File: config.mk
export PLATFORM = sky130hd
export DESIGN_NAME = matrix_cofactor_unit
export DESIGN_NICKNAME = d
export VERILOG_FILES = /design/src/mcof_pkg.sv /design/src/matrix_cofactor_unit.sv
export VERILOG_INCLUDE_DIRS = /design/src /design/src/src
export SDC_FILE = /design/constraint.sdc
export NUM_CORES = 2
export LEC_CHECK = 0
export CAP_MARGIN = 10
export CORE_ASPECT_RATIO = 0.9
export CORE_MARGIN = 1
export CORE_UTILIZATION = 65
export DETAILED_ROUTE_END_ITERATION = 10
export DONT_BUFFER_PORTS = 1
export GPL_ROUTABILITY_DRIVEN = 0
export MAX_ROUTING_LAYER = met4
export PLACE_DENSITY_LB_ADDON = 0.3
export SYNTH_ARGS = -nofsm -noshare
export SYNTH_HDL_FRONTEND = slang
export SYNTH_SLANG_ARGS = --single-unit
File: constraint.sdc
create_clock -name clk -period 10.8 [get_ports clk]
set_input_delay 1.08 -clock clk [delete_from_list [all_inputs] [get_ports clk]]
set_output_delay 1.08 -clock clk [all_outputs]
set_load 0.02 [all_outputs]
File: src/assert_macros.svh
// Assertion macros for the RTL
`ifndef ASSERT_MACROS_SVH
`define ASSERT_MACROS_SVH
`ifndef ASSERT_OFF
`define ASSERT_IMPLIES(label, clk, rst_n, cond, prop) \
    label: assert property (@(posedge clk) disable iff (!rst_n) (cond) |-> (prop)) \
    else $error("assertion failed");
`define ASSERT_NEXT(label, clk, rst_n, cond, prop) \
    label: assert property (@(posedge clk) disable iff (!rst_n) (cond) |=> (prop)) \
    else $error("assertion failed");
`else
`define ASSERT_IMPLIES(label, clk, rst_n, cond, prop)
`define ASSERT_NEXT(label, clk, rst_n, cond, prop)
`endif
`endif

File: src/mcof_pkg.sv
// Package for the matrix cofactor unit: sizes and register indexes
`timescale 1ns / 1ps
package mcof_pkg;
    localparam int MAX_ORDER_DEF  = 4;
    localparam int ENTRY_BITS_DEF = 8;
    localparam int RESULT_BITS    = 56;
    localparam int CFG_BITS       = 3;
    localparam logic [1:0] REG_ORDER   = 2'd0;
    localparam logic [1:0] REG_COF_ROW = 2'd1;
    localparam logic [1:0] REG_COF_COL = 2'd2;
endpackage

File: src/matrix_cofactor_unit.sv
// Top level of the matrix cofactor unit
`timescale 1ns / 1ps
`include "assert_macros.svh"
// Entries arrive one per cycle while the unit is loading and no result waits,
// and are written to a store. On the item marked last the unit checks the
// request; if it is valid, it computes the cofactor exactly in integers as a
// signed sum over the permutations of the minor's columns. It reads the store
// entries one at a time through a registered read port and multiplies each
// into a running product. Each permutation reads and multiplies one entry per
// minor row and then steps to the next permutation. Input is held off from the
// last entry until the result item has been taken. The store has no clearing
// pass; unwritten entries are never read.
module matrix_cofactor_unit
    import mcof_pkg::*;
#(
    parameter int MAX_ORDER  = MAX_ORDER_DEF,
    parameter int ENTRY_BITS = ENTRY_BITS_DEF
)
(
    input  logic        clk,
    input  logic        rst_n,
    input  logic        s_tvalid,
    output logic        s_tready,
    input  logic [7:0]  s_tdata,   // [7:0] entry
    input  logic        s_tlast,   // last
    output logic        m_tvalid,
    input  logic        m_tready,
    output logic [55:0] m_tdata,   // [55:0] cofactor
    output logic        m_tuser,   // bad_input
    input  logic        cfg_valid,
    output logic        cfg_ready,
    input  logic [1:0]  cfg_index,
    input  logic [2:0]  cfg_data
);
    localparam int CAP    = MAX_ORDER * MAX_ORDER;
    localparam int AW     = $clog2(CAP);
    localparam int CW     = $clog2(CAP + 2);
    localparam int MM     = MAX_ORDER - 1;
    localparam int IW     = (MM > 1) ? $clog2(MM) : 1;

    localparam logic [2:0] ST_LOAD = 3'd0;
    localparam logic [2:0] ST_PERM = 3'd1;
    localparam logic [2:0] ST_READ = 3'd2;
    localparam logic [2:0] ST_MUL  = 3'd3;
    localparam logic [2:0] ST_OUT  = 3'd4;

    // Store and registers
    logic signed [ENTRY_BITS-1:0] mem [CAP];
    logic signed [ENTRY_BITS-1:0] rd_data_reg;
    logic [2:0] state_reg;
    logic [CW-1:0] count_reg;
    logic [2:0] order_reg, row_reg, col_reg;
    logic [IW-1:0] perm_reg [MM];
    logic [IW-1:0] k_reg;
    logic sign_reg;
    logic signed [RESULT_BITS-1:0] prod_reg, acc_reg;
    logic bad_reg;
    logic [IW:0] m_reg;

    logic s_fire;
    assign s_fire    = s_tvalid && s_tready;
    assign s_tready  = (state_reg == ST_LOAD) && !m_tvalid;
    assign cfg_ready = 1'b1;

    // Configuration writes
    always_ff @(posedge clk or negedge rst_n)
    begin
        if (!rst_n)
        begin
            order_reg <= 3'd3;
            row_reg   <= 3'd1;
            col_reg   <= 3'd1;
        end
        else if (cfg_valid)
        begin
            case (cfg_index)
                REG_ORDER:   order_reg <= cfg_data;
                REG_COF_ROW: row_reg   <= cfg_data;
                REG_COF_COL: col_reg   <= cfg_data;
                default:     ;
            endcase
        end
    end

    // Map minor position (i, perm[i]) to a store address
    logic [IW-1:0] pk;
    logic [3:0] mr, mc;
    logic [AW-1:0] rd_addr;
    logic [7:0] lin;
    always_comb
    begin
        pk  = perm_reg[k_reg];
        mr  = {{(4-IW){1'b0}}, k_reg};
        mc  = {{(4-IW){1'b0}}, pk};
        if (mr >= {1'b0, row_reg} - 4'd1)
            mr = mr + 4'd1;
        if (mc >= {1'b0, col_reg} - 4'd1)
            mc = mc + 4'd1;
        lin     = mr * {5'd0, order_reg} + {4'd0, mc};
        rd_addr = lin[AW-1:0];
    end

    // Store write and registered read
    always_ff @(posedge clk)
    begin
        if (s_fire && count_reg < CW'(CAP))
            mem[count_reg[AW-1:0]] <= s_tdata[ENTRY_BITS-1:0];
        rd_data_reg <= mem[rd_addr];
    end

    // Next permutation in lexicographic order, with parity tracking
    logic [IW-1:0] np [MM];
    logic np_last, np_flip;
    always_comb
    begin
        int i, j, pi, pj;
        logic [IW-1:0] t;
        t  = '0;
        pj = 0;
        for (int q = 0; q < MM; q++)
            np[q] = perm_reg[q];
        np_last = 1'b1;
        np_flip = 1'b0;
        pi = -1;
        for (i = 0; i < MM - 1; i++)
            if (i < int'(m_reg) - 1 && perm_reg[i] < perm_reg[i+1])
                pi = i;
        if (pi >= 0)
        begin
            np_last = 1'b0;
            pj = pi + 1;
            for (j = 0; j < MM; j++)
                if (j > pi && j < int'(m_reg) && perm_reg[j] > perm_reg[pi])
                    pj = j;
            t = np[pi]; np[pi] = np[pj]; np[pj] = t;
            np_flip = 1'b1;
            // reverse tail pi+1 .. m-1
            for (j = 0; j < MM; j++)
            begin
                if (j > pi && j < int'(m_reg) && (pi + int'(m_reg) - j) > j)
                begin
                    t = np[j];
                    np[j] = np[pi + int'(m_reg) - j];
                    np[pi + int'(m_reg) - j] = t;
                    np_flip = ~np_flip;
                end
            end
        end
    end

    // Validity of the request
    logic bad_now;
    logic [CW-1:0] cnt_now;
    assign cnt_now = (count_reg <= CW'(CAP)) ? count_reg + CW'(1) : count_reg;
    assign bad_now = (order_reg < 3'd2) || ({29'd0, order_reg} > 32'(MAX_ORDER)) ||
                     (row_reg == 3'd0) || (row_reg > order_reg) ||
                     (col_reg == 3'd0) || (col_reg > order_reg) ||
                     ({{(8-CW){1'b0}}, cnt_now} != {5'd0, order_reg} * {5'd0, order_reg});

    // Sequencer
    always_ff @(posedge clk or negedge rst_n)
    begin
        if (!rst_n)
        begin
            state_reg <= ST_LOAD;
            count_reg <= '0;
            m_tvalid  <= 1'b0;
            acc_reg   <= '0;
            bad_reg   <= 1'b0;
            k_reg     <= '0;
            m_reg     <= '0;
            sign_reg  <= 1'b0;
            prod_reg  <= '0;
            for (int q = 0; q < MM; q++)
                perm_reg[q] <= '0;
        end
        else
        begin
            if (m_tvalid && m_tready)
                m_tvalid <= 1'b0;
            case (state_reg)
                ST_LOAD:
                begin
                    if (s_fire)
                    begin
                        if (s_tlast)
                        begin
                            count_reg <= '0;
                            acc_reg   <= '0;
                            bad_reg   <= bad_now;
                            m_reg     <= (IW+1)'(order_reg - 3'd1);
                            for (int q = 0; q < MM; q++)
                                perm_reg[q] <= IW'(q);
                            sign_reg  <= row_reg[0] ^ col_reg[0];
                            k_reg     <= '0;
                            prod_reg  <= RESULT_BITS'(1);
                            state_reg <= bad_now ? ST_OUT : ST_READ;
                        end
                        else
                            count_reg <= cnt_now;
                    end
                end
                ST_READ:
                    state_reg <= ST_MUL;
                ST_MUL:
                begin
                    // multiply running product by the entry just read
                    if ({1'b0, k_reg} == m_reg - (IW+1)'(1))
                    begin
                        acc_reg   <= sign_reg ? acc_reg - prod_reg * rd_data_reg
                                              : acc_reg + prod_reg * rd_data_reg;
                        state_reg <= ST_PERM;
                    end
                    else
                    begin
                        prod_reg  <= prod_reg * rd_data_reg;
                        k_reg     <= k_reg + IW'(1);
                        state_reg <= ST_READ;
                    end
                end
                ST_PERM:
                begin
                    k_reg    <= '0;
                    prod_reg <= RESULT_BITS'(1);
                    if (np_last)
                        state_reg <= ST_OUT;
                    else
                    begin
                        for (int q = 0; q < MM; q++)
                            perm_reg[q] <= np[q];
                        sign_reg  <= sign_reg ^ np_flip;
                        state_reg <= ST_READ;
                    end
                end
                ST_OUT:
                begin
                    m_tvalid  <= 1'b1;
                    state_reg <= ST_LOAD;
                end
                default:
                    state_reg <= ST_LOAD;
            endcase
        end
    end

    assign m_tdata = bad_reg ? '0 : acc_reg;
    assign m_tuser = bad_reg;

    // Checks
    `ASSERT_IMPLIES(a_no_load_busy, clk, rst_n, state_reg != ST_LOAD, !s_tready)
    `ASSERT_NEXT(a_out_follows, clk, rst_n, state_reg == ST_OUT, m_tvalid)
    `ASSERT_IMPLIES(a_cnt_cap, clk, rst_n, 1'b1, count_reg <= CW'(CAP + 1))
endmodule

# Yosys cells after proc, flatten, opt, wreduce, memory -nomap -nowiden
# Memories as Yosys holds them, arrays and structs flattened. A register that Yosys moved wholly into a read port is not among the register bits.
# Index checks and enable logic that the tools add are counted.
# classes
eq_ne,13
multipliers,3
n_lt_le_gt_ge,36
add_sub_neg,16
n_mux,86
bitwise,10
reduce_logical,44
# ops
op,count
2-to-1 mux 56 bit,8
2-to-1 mux 32 bit,6
case mux 56 bit (3 select lines),1
"greater-or-equal comparator 32 x 3 -> 1 bit, second input constant",5
"less-than comparator 32 x 1 -> 1 bit, second input constant",5
NOT 32 bit,5
case mux 56 bit (2 select lines),1
adder 56 bit,1
multiplier 56 x 8 -> 56 bit,1
subtractor 56 bit,1
2-to-1 mux 6 bit,8
2-to-1 mux 2 bit,21
"adder 32 x 2 -> 32 bit, second input constant",1
adder 32 x 4 -> 32 bit,1
"greater-or-equal comparator 32 x 1 -> 1 bit, second input constant",1
"> comparator 1 x 32 -> 1 bit, first input constant",1
"> comparator 2 x 32 -> 1 bit, first input constant",1
"> comparator 3 x 32 -> 1 bit, first input constant",1
"> comparator 32 x 1 -> 1 bit, second input constant",1
"> comparator 32 x 2 -> 1 bit, second input constant",1
"> comparator 32 x 3 -> 1 bit, second input constant",1
"subtractor 32 x 2 -> 32 bit, second input constant",1
"subtractor 32 x 3 -> 32 bit, second input constant",1
bitwise mux 6 bit,5
other kinds (51),129
# word_totals
inputBits,19
memories,1
output_inout_bits,60
mem_bits_rw,128
register_bits,143
# memory_table
name,words,word_bits,read_ports,rd_clocked_by_memory_dff,wr,line_no,text
mem,16,8,1,1,1,matrix_cofactor_unit.sv:48,logic signed [ENTRY_BITS-1:0] mem [CAP];

# Longest topological paths before layout
# depth
depth_word,40
ltp_mapped,40

# Least setup slack after synthesis
# Ideal clock, no wire load.
# synth_timing
kind,register to register
startpoint,"register rd_data_reg[7], read port of mem"
endpoint,register acc_reg[55]
setup_slack_ns,2.529
synth_period_minus_slack_ns,8.271
t_arrival_ns,8.144
stages_incl_launch_ff,37
setup_ns,0.127
path_cell_list,dfxtp_1 > inv_2 > buf_1 > nor2_1 > fa_1 > fa_1 > fa_1 > inv_1 > fa_1 > inv_1 > ha_1 > buf_6 > a211oi_2 > a21oi_2 > o211a_1 > or3_4 > a211oi_4 > nand4_4 > nor3_2 > nand3b_1 > nor2_2 > and2_4 > nor2_1 > xnor2_1 > ha_1 > clkbuf_1 > a21o_1 > a21o_1 > a21oi_1 > o21ai_0 > a21o_1 > a211oi_1 > nor2_1 > a211oi_1 > xnor3_1 > a21oi_1 > o22ai_1
# synth_via
elab_chain_cells,5
# synth_lines
item,line_no,text
"start, declared",matrix_cofactor_unit.sv:49,logic signed [ENTRY_BITS-1:0] rd_data_reg;
multiplier 56 x 8 -> 56 bit *,"matrix_cofactor_unit.sv:210, matrix_cofactor_unit.sv:211",
adder 56 bit / subtractor 56 bit (equally long branches),"matrix_cofactor_unit.sv:211, matrix_cofactor_unit.sv:210",
2-to-1 mux 56 bit *,matrix_cofactor_unit.sv:210,acc_reg <= sign_reg ? acc_reg - prod_reg * rd_data_reg
2-to-1 mux 56 bit *,matrix_cofactor_unit.sv:208,"if ({1'b0, k_reg} == m_reg - (IW+1)'(1))"
case mux 56 bit (2 select lines) *,matrix_cofactor_unit.sv:181,case (state_reg)
"end signal, assigned",matrix_cofactor_unit.sv:210,
"end, declared",matrix_cofactor_unit.sv:56,"logic signed [RESULT_BITS-1:0] prod_reg, acc_reg;"
# Mark *: on every way between the ends. The rest lies on a longest branch, timed or not. The select of a mux whose other input is x is not followed.
# A chain may end at the register's enable or synchronous reset.

# Final worst setup path
# layout_timing
startpoint,"register rd_data_reg[7], read port of mem"
endpoint,register acc_reg[53]
# Same word-level chain as after synthesis.

==> metrics.md <==
| Metric | Value |
|---|---|
| EDFF count, synth | `128` |
| CTS tree | `built` |
| Syn Inst Count | `about 3400` |
| Yosys cell types | `114` |
| Post-Synth XOR/XNOR Area | `0.0504` |
| FMAX | `0.101 GHz` |
| Row count | `76` |
| IO Count | `79` |
| Chip Height | `212 um` |
| Number of levels in the clock H-tree | `1` |
| Pre-CTS WS | `between 1 and 1.5 ns` |
| Hold Buf Count CTS | `0` |
| Fraction of registers with async set/reset | `0.513` |
| PostCTS Resize Cnt | `0` |
| Outcome | `finished, violations left` |
| Most frequent cell after synthesis | `inv_1` |
| Via Count | `25719` |
| Reg area | `7590 sq um` |
| Pwr per Cell Area | `283 nW/um^2` |
| First-pass GRT wire length | `139000 um` |
| Fin worst setup slack | `about 0.95 ns` |
| Worst endpoint data arrival time | `10.32 ns` |
| Commonest register cell after synthesis | `dfrtp_1` |
| Max Transition Viols Final | `0` |
| Largest register FFs | `128` |
| Longest Clk Path Bufs | `3` |
| GRT Residual Overflow | `0` |
| Lkg Pwr | `15.1 nW` |
| Total wire length | `86000 um` |
| Failing checks | `design-rule violations` |
| Avg Vias per Cell | `roughly 6.4` |
| Slowest CP cell | `a311oi_1` |
| Clock latency on the worst-skew pair | `0.60 ns` |
| Placed Cells | `3949` |
| Total of warnings raised by yosys | `0` |
| Worst min-delay path class | `in -> async` |
| Total negative slack | `0 ns` |
| Nets | `3912` |
| Synth top cells by count | `inv_1 (455), nand2_1 (329), and2_1 (325)` |
| Setup bufs post-CTS | `0` |
| Syn nets | `4001` |
| Core area | `~48000 sq um` |
| Post-Syn Area per Cell | `9.24 sq um` |
| Simple-gate area share of the yosys netlist | `0.186` |
| Area Overhead vs Synth | `4.74%` |
| CTS clk-pin slew, worst paths | `around 0.07 ns` |
| Syn Std Cell Area | `31900 sq um` |
| Max Cap Viol | `0` |
| Synth Area in Compound Gates | `0.134` |
| Data required, critical path | `11.26 ns` |
| Setup CP Type | `reg -> reg` |
| Dominant cell type by area after synthesis | `fa_1` |
| WL per Instance | `21.4 um` |
| Post-route insts no fill | `4010` |
| Crit-path max FO | `37` |
| 1st-pass router iterations | `9` |
| RSZ-0062 raised after global routing | `no` |
| Critical Path Start Type | `register` |
| Worst-margin pin slew | `1.23 ns` |
| Seq/Total Area, Yosys | `0.238` |
| Max Clock Skew | `between 0.02 and 0.025 ns` |
| Number of fill cells | `between 3000 and 4000` |
| Area contributors post-synth | `fa_1 (19%), edfxtp_1 (12%), dfrtp_1 (11%), ha_1 (8.9%), and2_1 (6.4%)` |
| Largest stage delay, worst path | `0.78 ns` |
| Initial antenna violation count | `1` |
| Yosys top cell area share | `0.192` |
| Root Driver | `clkbuf_16` |
| Post-route ant nets | `0` |
| Largest net degree at the start of global routing | `144` |
| Number of global-route vias before repair | `25647` |
| Min cycle time layout | `9.85 ns` |
| PortBufs | `0` |
| Peak VDD IR | `0.513 mV` |
| GRT Util Overall | `0.361` |
| Relative slew slack | `0.178` |
| Final period util | `0.912` |
| Final hold vios | `0` |
| Multi-input gate area | `22000 sq um` |
| Initial core utilization | `0.663` |
| # DRC | `1` |
| Die area | `49900 sq um` |
| Die W | `235 um` |
| Layout cell share with drive strength beyond 1 | `0.0600` |
| Critical Path Sink Type | `register` |
| DR iter-0 viols | `2602` |
| Yosys reg bits | `279` |
| Dpl hpwl | `64200 um` |
| CTS sink count | `between 200 and 300` |
| Mux share of post-synthesis cell area | `0.0385` |
| Main combinational cell family by area after synthesis | `adder cells` |
| Total CTS buffers | `31` |
| Post-synthesis adder-cell area fraction | `0.281` |
| Final setup viols | `0` |
==> where the power goes <==
| part | total (W) | switching [W] | internal, W |
|---|---|---|---|
| clock network | 0.00113 | 0.000473 | 0.000661 |
| registers | 0.00144 | 0.000232 | 0.00121 |
| logic | 0.00689 | 0.00442 | 0.00247 |
==> cell families (layout without fill, tap and decap cells) <==
family | Yosys count | in the layout
mux | 71 | 71
buf+inv | 604 | 540
simple gates | 1135 | 1135
flops | 279 | 279
other cells | 1 | 2
compound gates | 648 | 648
xor+xnor | 178 | 178
fa+ha+maj | 533 | 533
==> cell usage in the layout (no fill, tap or decap), types with 18 or more instances in the layout <==
cell and instances:
inv_1 455, nand2_1 329, and2_1 325, fa_1 306, ha_1 226, a21oi_1 170
nor2_1 166, o21ai_0 143, dfrtp_1 137, edfxtp_1 128, xnor2_1 90, xor2_1 84
nor2b_1 74, a21o_1 53, nand3_1 45, o22ai_1 44, mux4_2 40, nand2b_1 34
nor3_1 34, clkbuf_16 31, and3_1 27, a31oi_1 25, buf_4 24, nand4_1 23
o21ai_1 19, mux2i_1 18, a211oi_1 18
==> routing by layer <==
| layer | track usage | wire, um |
|---|---|---|
| met1 | 0.499 | 35300 |
| met2 | 0.548 | 38600 |
| met3 | 0.0639 | 9220 |
| met4 | 0.105 | 2810 |
| met5 | - | 0 |
==> path summary, 6_finish.rpt <==
check,to,slack (ns),depth (start not counted),from
max,acc_reg[53]$_DFFE_PN0P_,0.95,32,rd_data_reg[7]$_DFF_P_
max reg2reg,acc_reg[53]$_DFFE_PN0P_,0.95,32,rd_data_reg[7]$_DFF_P_
min,acc_reg[41]$_DFFE_PN0P_,0.18,0,rst_n
min reg2reg,acc_reg[2]$_DFFE_PN0P_,0.52,2,acc_reg[2]$_DFFE_PN0P_
min in group clk,acc_reg[2]$_DFFE_PN0P_,0.52,2,acc_reg[2]$_DFFE_PN0P_
max in group asynchronous,order_reg[1]$_DFFE_PN1P_,10.37,0,rst_n
==> worst max-delay path, delay by kind of cell, from the launching register on <==
kind            cells  cell delay (ns)
compound gates     15             3.84
xor+xnor            1             0.46
fa+ha+maj           6             2.92
buf+inv             3             0.63
flops               1             0.69
simple gates        7             1.17
==> stage by stage <==
| stage | power [W] | hold slack, ns | util | instance area [sq um] |
|---|---|---|---|---|
| 4_1_cts | 0.00927 | 0.166 | 0.694 | 33400 |
| 5_1_grt | 0.0101 | 0.167 | 0.694 | 33400 |
| 6_report | 0.00947 | 0.175 | 0.694 | 33400 |
| 3_3_place_gp | 0.00781 | 0.471 | 0.671 | 32300 |
| 3_5_place_dp | 0.00805 | 0.501 | 0.671 | 32300 |
| 2_1_floorplan | 0.00639 | 0.450 | - | 31900 |
==> cell type report <==
type	count	area share
well taps	624	0.0234
clock inverters	16	0.00629
repair buffers	26	0.00637
inverters	456	0.0513
multi-input cells	2566	0.659
clock buffers	42	0.0260
diodes	1	0.0000749
flip-flops and latches	279	0.227
(Power assumes the default switching activity.)
